**config.mk**
```make
export PLATFORM = sky130hd
export DESIGN_NAME = heater_status_frame_decoder
export DESIGN_NICKNAME = d
export VERILOG_FILES = /design/src/rtl/core/hsfd_pkg.sv /design/src/rtl/core/heater_status_frame_decoder.sv
export SDC_FILE = /design/constraint.sdc
export NUM_CORES = 1
export LEC_CHECK = 0
export BUFFER_PORTS_ARGS = -buffer_cell sky130_fd_sc_hd__buf_2
export CAP_MARGIN = 20
export CORE_ASPECT_RATIO = 1.25
export CORE_MARGIN = 5
export CORE_UTILIZATION = 50
export CTS_CLUSTER_SIZE = 24
export DETAILED_ROUTE_END_ITERATION = 7
export GPL_TIMING_DRIVEN = 0
export HOLD_SLACK_MARGIN = 0.1
export PLACE_DENSITY = 0.76
export SYNTH_ARGS = -nofsm -noshare
export SYNTH_HDL_FRONTEND = slang
export SYNTH_SLANG_ARGS = --single-unit
```
**constraint.sdc**
```tcl
create_clock -name clock -period 9.5 [get_ports clock]
set_input_delay 0.475 -clock clock [delete_from_list [all_inputs] [get_ports clock]]
set_output_delay 0.475 -clock clock [all_outputs]
set_load 0.01 [all_outputs]
```
**src/rtl/core/hsfd_pkg.sv**
```systemverilog
`default_nettype none
// ----------------------------------------------------------------------------
// hsfd_pkg: shared types and constants of the heater status frame decoder
//
// Holds the beat payload structs, the capture state struct, the byte offsets
// of the frame fields and the codes for frame kind and run class.
// ----------------------------------------------------------------------------
package hsfd_pkg;

   // Frame length limits.
   localparam int unsigned STATUS_FRAME_BYTES = 52;
   localparam int unsigned BASIC_FRAME_BYTES  = 8;
   localparam int unsigned IDX_W              = 6;

   localparam logic [IDX_W-1:0] STATUS_LEN = IDX_W'(STATUS_FRAME_BYTES);
   localparam logic [IDX_W-1:0] BASIC_LEN  = IDX_W'(BASIC_FRAME_BYTES);

   // Byte offsets of the captured fields.
   localparam logic [IDX_W-1:0] OFS_LEAD0 = 6'd0;
   localparam logic [IDX_W-1:0] OFS_LEAD1 = 6'd1;
   localparam logic [IDX_W-1:0] OFS_LEAD2 = 6'd2;
   localparam logic [IDX_W-1:0] OFS_SEQ   = 6'd3;
   localparam logic [IDX_W-1:0] OFS_PHASE = 6'd9;
   localparam logic [IDX_W-1:0] OFS_VOLT  = 6'd10;
   localparam logic [IDX_W-1:0] OFS_STEP  = 6'd14;
   localparam logic [IDX_W-1:0] OFS_TEMP  = 6'd16;
   localparam logic [IDX_W-1:0] OFS_FAN_L = 6'd20;
   localparam logic [IDX_W-1:0] OFS_FAN_H = 6'd21;
   localparam logic [IDX_W-1:0] OFS_PMP_L = 6'd22;
   localparam logic [IDX_W-1:0] OFS_PMP_H = 6'd23;
   localparam logic [IDX_W-1:0] OFS_HOURS = 6'd41;

   // Header and phase byte values.
   localparam logic [7:0] HDR_AA        = 8'hAA;
   localparam logic [7:0] HDR_09        = 8'h09;
   localparam logic [7:0] HDR_FF        = 8'hFF;
   localparam logic [7:0] HDR_55        = 8'h55;
   localparam logic [7:0] HDR_AB        = 8'hAB;
   localparam logic [7:0] HDR_BA        = 8'hBA;
   localparam logic [7:0] PHASE_OFF     = 8'h40;
   localparam logic [7:0] PHASE_START   = 8'hC0;
   localparam logic [7:0] PHASE_HEAT_A  = 8'hC4;
   localparam logic [7:0] PHASE_HEAT_B  = 8'hCC;

   // Reciprocal of 100 scaled by 2^23; exact floor for any 16-bit value.
   localparam int unsigned PUMP_SHIFT   = 23;
   localparam logic [16:0] PUMP_RECIP   = 17'd83887;

   // Frame kind codes.
   localparam logic [1:0] KIND_STATUS  = 2'd0;
   localparam logic [1:0] KIND_BASIC   = 2'd1;
   localparam logic [1:0] KIND_ABBA    = 2'd2;
   localparam logic [1:0] KIND_UNKNOWN = 2'd3;

   // Run class codes.
   localparam logic [2:0] RUN_OFF       = 3'd0;
   localparam logic [2:0] RUN_PREPARING = 3'd1;
   localparam logic [2:0] RUN_STARTING  = 3'd2;
   localparam logic [2:0] RUN_HEATING   = 3'd3;
   localparam logic [2:0] RUN_COOLING   = 3'd4;

   // Input beat.
   typedef struct packed {
      logic [7:0] rx_byte;
      logic       end_of_frame;
   } req_type;

   // Result beat.
   typedef struct packed {
      logic [1:0]  frame_kind;
      logic        heater_on;
      logic [2:0]  run_class;
      logic [7:0]  ignition_step;
      logic [7:0]  battery_decivolts;
      logic [7:0]  room_decidegrees;
      logic [15:0] fan_speed;
      logic [15:0] pump_count;
      logic [9:0]  pump_rate;
      logic [7:0]  hours_run;
      logic [7:0]  sequence_number;
   } rsp_type;

   // Capture state of one frame.
   typedef struct packed {
      logic [IDX_W-1:0] byte_index;
      logic [7:0]       lead0;
      logic [7:0]       lead1;
      logic [7:0]       lead2;
      logic [7:0]       seq_hold;
      logic [7:0]       phase_hold;
      logic [7:0]       volt_hold;
      logic [7:0]       step_hold;
      logic [7:0]       temp_hold;
      logic [15:0]      fan_hold;
      logic [15:0]      pump_hold;
      logic [7:0]       hours_hold;
   } frame_type;

endpackage : hsfd_pkg
`default_nettype wire

```
**src/rtl/core/heater_status_frame_decoder.sv**
```systemverilog
`default_nettype none
// ----------------------------------------------------------------------------
// heater_status_frame_decoder: sorts and decodes heater notification frames
//
// The block takes one notification byte per beat and accepts a byte in every
// cycle. Each byte is captured into the frame state in the cycle it arrives.
// The last byte of a notification copies the completed frame state into a
// snapshot register and clears the capture state, so the next notification
// may start in the very next cycle. The snapshot is then classified, the pump
// rate is formed by a single 16x17 reciprocal multiply, and the result is
// loaded into the output register as soon as that register is empty or is
// being taken; the result beat is offered from there and waits while the
// receiver stalls. The input stalls only when the snapshot is full and the
// output register cannot take it.
// ----------------------------------------------------------------------------
module heater_status_frame_decoder
   import hsfd_pkg::*;
(
   input  wire logic    clock,
   input  wire logic    reset,
   input  wire logic    req_valid,
   output logic         req_stall,
   input  wire req_type req_data,
   output logic         rsp_valid,
   input  wire logic    rsp_stall,
   output rsp_type      rsp_data
);

   frame_type  frm_ff, frm_in, frm_upd;
   frame_type  snap_ff, snap_in;
   logic       snap_vld_ff, snap_vld_in;
   rsp_type    rsp_ff, rsp_in;
   logic       rsp_vld_ff, rsp_vld_in;
   logic       req_acc, last_acc, res_load;
   logic [IDX_W-1:0] pos;
   logic [32:0]      pump_prod;
   logic             is_status, is_basic, is_abba;

   // Handshake control.
   assign res_load  = snap_vld_ff && (!rsp_vld_ff || !rsp_stall);
   assign req_stall = snap_vld_ff && !res_load;
   assign req_acc   = req_valid && !req_stall;
   assign last_acc  = req_acc && req_data.end_of_frame;

   // Capture the current byte at its offset while the count is unsaturated.
   always_comb begin
      frm_upd = frm_ff;
      pos     = frm_ff.byte_index;
      if (pos < STATUS_LEN) begin
         if (pos == OFS_LEAD0) frm_upd.lead0      = req_data.rx_byte;
         if (pos == OFS_LEAD1) frm_upd.lead1      = req_data.rx_byte;
         if (pos == OFS_LEAD2) frm_upd.lead2      = req_data.rx_byte;
         if (pos == OFS_SEQ)   frm_upd.seq_hold   = req_data.rx_byte;
         if (pos == OFS_PHASE) frm_upd.phase_hold = req_data.rx_byte;
         if (pos == OFS_VOLT)  frm_upd.volt_hold  = req_data.rx_byte;
         if (pos == OFS_STEP)  frm_upd.step_hold  = req_data.rx_byte;
         if (pos == OFS_TEMP)  frm_upd.temp_hold  = req_data.rx_byte;
         if (pos == OFS_FAN_L) frm_upd.fan_hold[7:0]   = req_data.rx_byte;
         if (pos == OFS_FAN_H) frm_upd.fan_hold[15:8]  = req_data.rx_byte;
         if (pos == OFS_PMP_L) frm_upd.pump_hold[7:0]  = req_data.rx_byte;
         if (pos == OFS_PMP_H) frm_upd.pump_hold[15:8] = req_data.rx_byte;
         if (pos == OFS_HOURS) frm_upd.hours_hold = req_data.rx_byte;
         frm_upd.byte_index = pos + IDX_W'(1);
      end
   end

   // Capture state: cleared after the last byte, else updated per beat.
   always_comb begin
      frm_in = frm_ff;
      if (last_acc) begin
         frm_in = '0;
      end else if (req_acc) begin
         frm_in = frm_upd;
      end
   end

   // Snapshot stage holds one completed frame.
   always_comb begin
      snap_in     = snap_ff;
      snap_vld_in = snap_vld_ff;
      if (last_acc) begin
         snap_in     = frm_upd;
         snap_vld_in = 1'b1;
      end else if (res_load) begin
         snap_vld_in = 1'b0;
      end
   end

   // Frame classification from header and length.
   assign is_status = (snap_ff.byte_index >= STATUS_LEN) && (snap_ff.lead0 == HDR_AA) &&
                      (snap_ff.lead1 == HDR_09) && (snap_ff.lead2 == HDR_FF);
   assign is_basic  = (snap_ff.byte_index >= BASIC_LEN) && (snap_ff.lead0 == HDR_AA) &&
                      (snap_ff.lead1 == HDR_55);
   assign is_abba   = (snap_ff.byte_index >= BASIC_LEN) && (snap_ff.lead0 == HDR_AB) &&
                      (snap_ff.lead1 == HDR_BA);

   // Pump rate as a reciprocal multiply by 1/100.
   assign pump_prod = 33'(snap_ff.pump_hold) * 33'(PUMP_RECIP);

   // Decode the snapshot into a result beat.
   always_comb begin
      rsp_in = '0;
      priority if (is_status) begin
         rsp_in.frame_kind        = KIND_STATUS;
         rsp_in.heater_on         = (snap_ff.phase_hold != PHASE_OFF);
         rsp_in.ignition_step     = snap_ff.step_hold;
         rsp_in.battery_decivolts = snap_ff.volt_hold;
         rsp_in.room_decidegrees  = snap_ff.temp_hold;
         rsp_in.fan_speed         = snap_ff.fan_hold;
         rsp_in.pump_count        = snap_ff.pump_hold;
         rsp_in.pump_rate         = pump_prod[PUMP_SHIFT +: 10];
         rsp_in.hours_run         = snap_ff.hours_hold;
         rsp_in.sequence_number   = snap_ff.seq_hold;
         priority if (snap_ff.phase_hold == PHASE_OFF) begin
            rsp_in.run_class = RUN_OFF;
         end else if (snap_ff.fan_hold == 16'd0 && snap_ff.pump_hold == 16'd0) begin
            rsp_in.run_class = RUN_PREPARING;
         end else if (snap_ff.phase_hold == PHASE_START && snap_ff.pump_hold != 16'd0) begin
            rsp_in.run_class = RUN_STARTING;
         end else if (snap_ff.phase_hold == PHASE_HEAT_A ||
                      snap_ff.phase_hold == PHASE_HEAT_B) begin
            rsp_in.run_class = RUN_HEATING;
         end else begin
            rsp_in.run_class = RUN_COOLING;
         end
      end else if (is_basic) begin
         rsp_in.frame_kind = KIND_BASIC;
      end else if (is_abba) begin
         rsp_in.frame_kind = KIND_ABBA;
      end else begin
         rsp_in.frame_kind = KIND_UNKNOWN;
      end
   end

   // Output register valid.
   always_comb begin
      rsp_vld_in = rsp_vld_ff;
      if (res_load) begin
         rsp_vld_in = 1'b1;
      end else if (!rsp_stall) begin
         rsp_vld_in = 1'b0;
      end
   end

   // Registers.
   always_ff @(posedge clock) begin
      if (reset) begin
         frm_ff      <= '0;
         snap_vld_ff <= 1'b0;
         rsp_vld_ff  <= 1'b0;
      end else begin
         frm_ff      <= frm_in;
         snap_vld_ff <= snap_vld_in;
         rsp_vld_ff  <= rsp_vld_in;
      end
   end

   always_ff @(posedge clock) begin
      snap_ff <= snap_in;
      if (res_load) begin
         rsp_ff <= rsp_in;
      end
   end

   assign rsp_valid = rsp_vld_ff;
   assign rsp_data  = rsp_ff;

   // The capture count never passes the status frame length.
   a_idx_sat: assert property (@(posedge clock) disable iff (reset)
      frm_ff.byte_index <= STATUS_LEN)
      else $error("byte count passed the status frame length");

   // The last byte of a frame clears the capture state.
   a_clear: assert property (@(posedge clock) disable iff (reset)
      last_acc |=> (frm_ff.byte_index == '0 && frm_ff.lead0 == 8'd0))
      else $error("capture state not cleared after last byte");

   // Frames other than heater status carry only their kind.
   a_zero: assert property (@(posedge clock) disable iff (reset)
      (rsp_vld_ff && rsp_ff.frame_kind != KIND_STATUS) |->
      (rsp_ff.fan_speed == 16'd0 && rsp_ff.pump_rate == 10'd0 &&
       rsp_ff.heater_on == 1'b0 && rsp_ff.run_class == RUN_OFF))
      else $error("non-status frame carries decoded fields");

   // A full snapshot that cannot move holds off the input.
   a_stall: assert property (@(posedge clock) disable iff (reset)
      (snap_vld_ff && rsp_vld_ff && rsp_stall) |-> req_stall)
      else $error("input accepted while snapshot blocked");

endmodule : heater_status_frame_decoder
`default_nettype wire

```
==> impl_metrics.env <==
export IMPL_start_util=0.508
export IMPL_cts_buffers=31
export IMPL_clock_sinks=308
export IMPL_drtIter0Drc=855
export IMPL_clockRootBuffer="clkbuf_16"
export IMPL_reg2reg_from="snap_ff[9]"
export IMPL_cts_resized=0
export IMPL_finalNetCount=1911
export IMPL_grt_max_degree=70
export IMPL_fillers=2715
export IMPL_final_antenna_net_count=0
export IMPL_crit_start="snap_ff[9]"
export IMPL_route_detailed_drc=0
export IMPL_drtPass1Iterations=5
export IMPL_wl_mm=40.0
export IMPL_area_delta_synth_final_pct=12.9
export IMPL_synth_flop_cell="edfxtp_1"
export IMPL_grt_pass1_wl_mm=63.7
export IMPL_ys_seq_elements=308
export IMPL_tightest_slew_ps=898
export IMPL_seq_area_frac_synth=0.474
export IMPL_vias=11700
export IMPL_syn_num_nets=1771
export IMPL_synthTopCellsByArea="edfxtp_1, dfxtp_1, fa_1, ha_1, mux2_2"
export IMPL_totalNegativeSetupSlack_ps=0
export IMPL_min_period_over_period=0.620
export IMPL_slew_headroom=0.393
export IMPL_fin_skew_ps=24.6
export IMPL_finalSetupViolations=0
export IMPL_cp_common_cell="fa_1"
export IMPL_path_max_fanout=7
export IMPL_netlist_area_leader_share=0.343
export IMPL_ir_drop_v=0.000119
export IMPL_tritoncts="yes"
export IMPL_row_count=75
export IMPL_worstSetupPathType="flip-flop to flip-flop"
export IMPL_grt_pass1_vias=12000
export IMPL_synth_edff_count=196
export IMPL_min_from="req_data[0]"
export IMPL_wl_per_cell_um=19.0
export IMPL_ctsLongestPathBuffers=3
export IMPL_ys_async_sr_fraction=0
export IMPL_maxCapViolCount=0
export IMPL_period_minus_slack_ps=5890
export IMPL_critPathMaxStageDelay_ps=720
export IMPL_synth_area_per_cell_um2=11.3
export IMPL_die_h_um=217
export IMPL_clock_insertion_delay_worst_skew_ps=580
export IMPL_dieWidth_um=176
export IMPL_dpl_worst_slack_ps=3640
export IMPL_antenna_found_initial=0
export IMPL_port_buffers=102
export IMPL_crit_path_end_kind="flip-flop"
export IMPL_power_density_nw_per_um2=211
export IMPL_vias_per_cell=5.53
export IMPL_grt_setup_unrepaired="false"
export IMPL_grt_usage=0.209
export IMPL_hp_class="input pin to flip-flop"
export IMPL_grt_ovfl_total=0
export IMPL_r2r_slack_ps=3610
export IMPL_yosysWarnings=0
export IMPL_critPathRequiredTime_ps=9830
export IMPL_yosysMostFrequentCell="edfxtp_1"
export IMPL_fin_ws_ps=3610
export IMPL_arrival_ps=6230
export IMPL_start_kind="flip-flop"
export IMPL_cts_max_level=1
export IMPL_worst_path_max_delay_cell="fa_1"
export IMPL_timing_final_hold_violations=0
export IMPL_worstPathCellList="fa_1, inv_1, fa_1, fa_1, fa_1, inv_1, fa_1, inv_1, fa_1, inv_1, ha_1, nand4_1, o22a_1, o31a_1, o211ai_1, a31oi_1, xnor2_1, nor2_1"
export IMPL_pin_count=103
export IMPL_layout_drive_gt1_share=0.179
export IMPL_outcome="finished, final reports clean"
export IMPL_core_um2=33800
export IMPL_clk_pin_slew_ps=60
export IMPL_post_route_util=0.573
export IMPL_fmax_mhz=170
export IMPL_syn_inst=1519
export IMPL_antennaDiodeCount=0
export IMPL_synth_cell_types=67
export IMPL_gp_congestion=0.923
export IMPL_p_leak_nw=8.53
export IMPL_synth_area_um2=17200
export IMPL_floorplan_die_area_um2=38200
export IMPL_netlist_top_cells_count="edfxtp_1, inv_1, nand2_1"
export IMPL_hpwl_mm=29.9
export IMPL_maxSlewViolCount=0
export IMPL_synth_area_leader_cell="edfxtp_1"
-- layout make-up --
cell class / count / area, µm² / share of cell area
plain buffers: 59 / 253 / 0.0130
multi-input cells: 966 / 8100 / 0.418
flip-flops and latches: 308 / 8130 / 0.420
clock buffers: 46 / 935 / 0.0482
repair buffers: 107 / 616 / 0.0318
clock inverters: 12 / 115 / 0.00594
inverters: 186 / 701 / 0.0362
well taps: 423 / 529 / 0.0273
-- repair_timing --
item / in CTS / in global routing
endpoints found under the hold margin: 2 / 0
hold buffers: 1 / 0
setup buffers: 0 / 0
setup endpoints to repair: 0 / 0
-- per-layer routing --
layer,wire [µm],vias up,share of wire,GRT usage
li1,-,5468,-,-
met5,0,-,0,0
met4,1520,0,0.038,0.0853
met1,15700,5657,0.39,0.263
met2,20200,424,0.51,0.363
met3,2610,102,0.065,0.0309
-- cell families (layout without fill, tap and decap cells) --
logic type,count (synthesis),count (layout),synth area share
simple gates,459,459,0.127
flops,308,308,0.474
buf+inv,245,410,0.0554
fa+ha+maj,239,239,0.217
compound gates,151,151,0.0523
mux,104,104,0.0682
xor+xnor,13,13,0.00663
-- per-stage QoR --
step                hold slack [ps]  power, mW  std cells  area, µm²
floorplan                       433       2.53       1519      17200
global placement                438       2.80       2044      18200
detailed placement              443       2.85       2048      18300
CTS                             204       4.09       2107      19400
global route                    231       4.34       2107      19400
finish                          232       4.09       2107      19400
-- where the power goes --
part           internal [mW]  switching (mW)
registers               1.46          0.0206
logic                  0.524           0.853
clock network          0.713           0.521
-- sequential cells by signal (all words and copies together), names as in the netlist --
name         count
pos              6
snap_vld_ff      1
snap_ff        108
frm_ff         104
rsp_data        88
rsp_valid        1
-- worst paths after layout --
check	to	cells after the start
worst min-delay path	snap_vld_ff	3
worst max register to register	rsp_data[25]	18
worst min register to register	frm_ff[21]	2
worst max-delay path	rsp_data[25]	18
-- worst max-delay path: cells and delay by family, from the launching register on --
kind,cells,cell delay [ps]
AO/OA/AOI/OAI,4,910
flip-flops,1,640
XOR/XNOR,1,160
buffers and inverters,4,230
adder cells (fa/ha/maj),7,3510
AND/OR/NAND/NOR,2,190
-- layout by cell type, fill, tap and decap left out, types with 42 or more instances in the layout --
master and n:
dfxtp_1 112, edfxtp_1 196, inv_1 184, nand2_1 160
clkbuf_1 42, a21oi_1 91, ha_1 142, buf_2 118
and3_1 60, mux2_2 104, nor3_1 46, nor2_1 123
fa_1 97
Note: power is estimated with default switching activity, not from simulation.
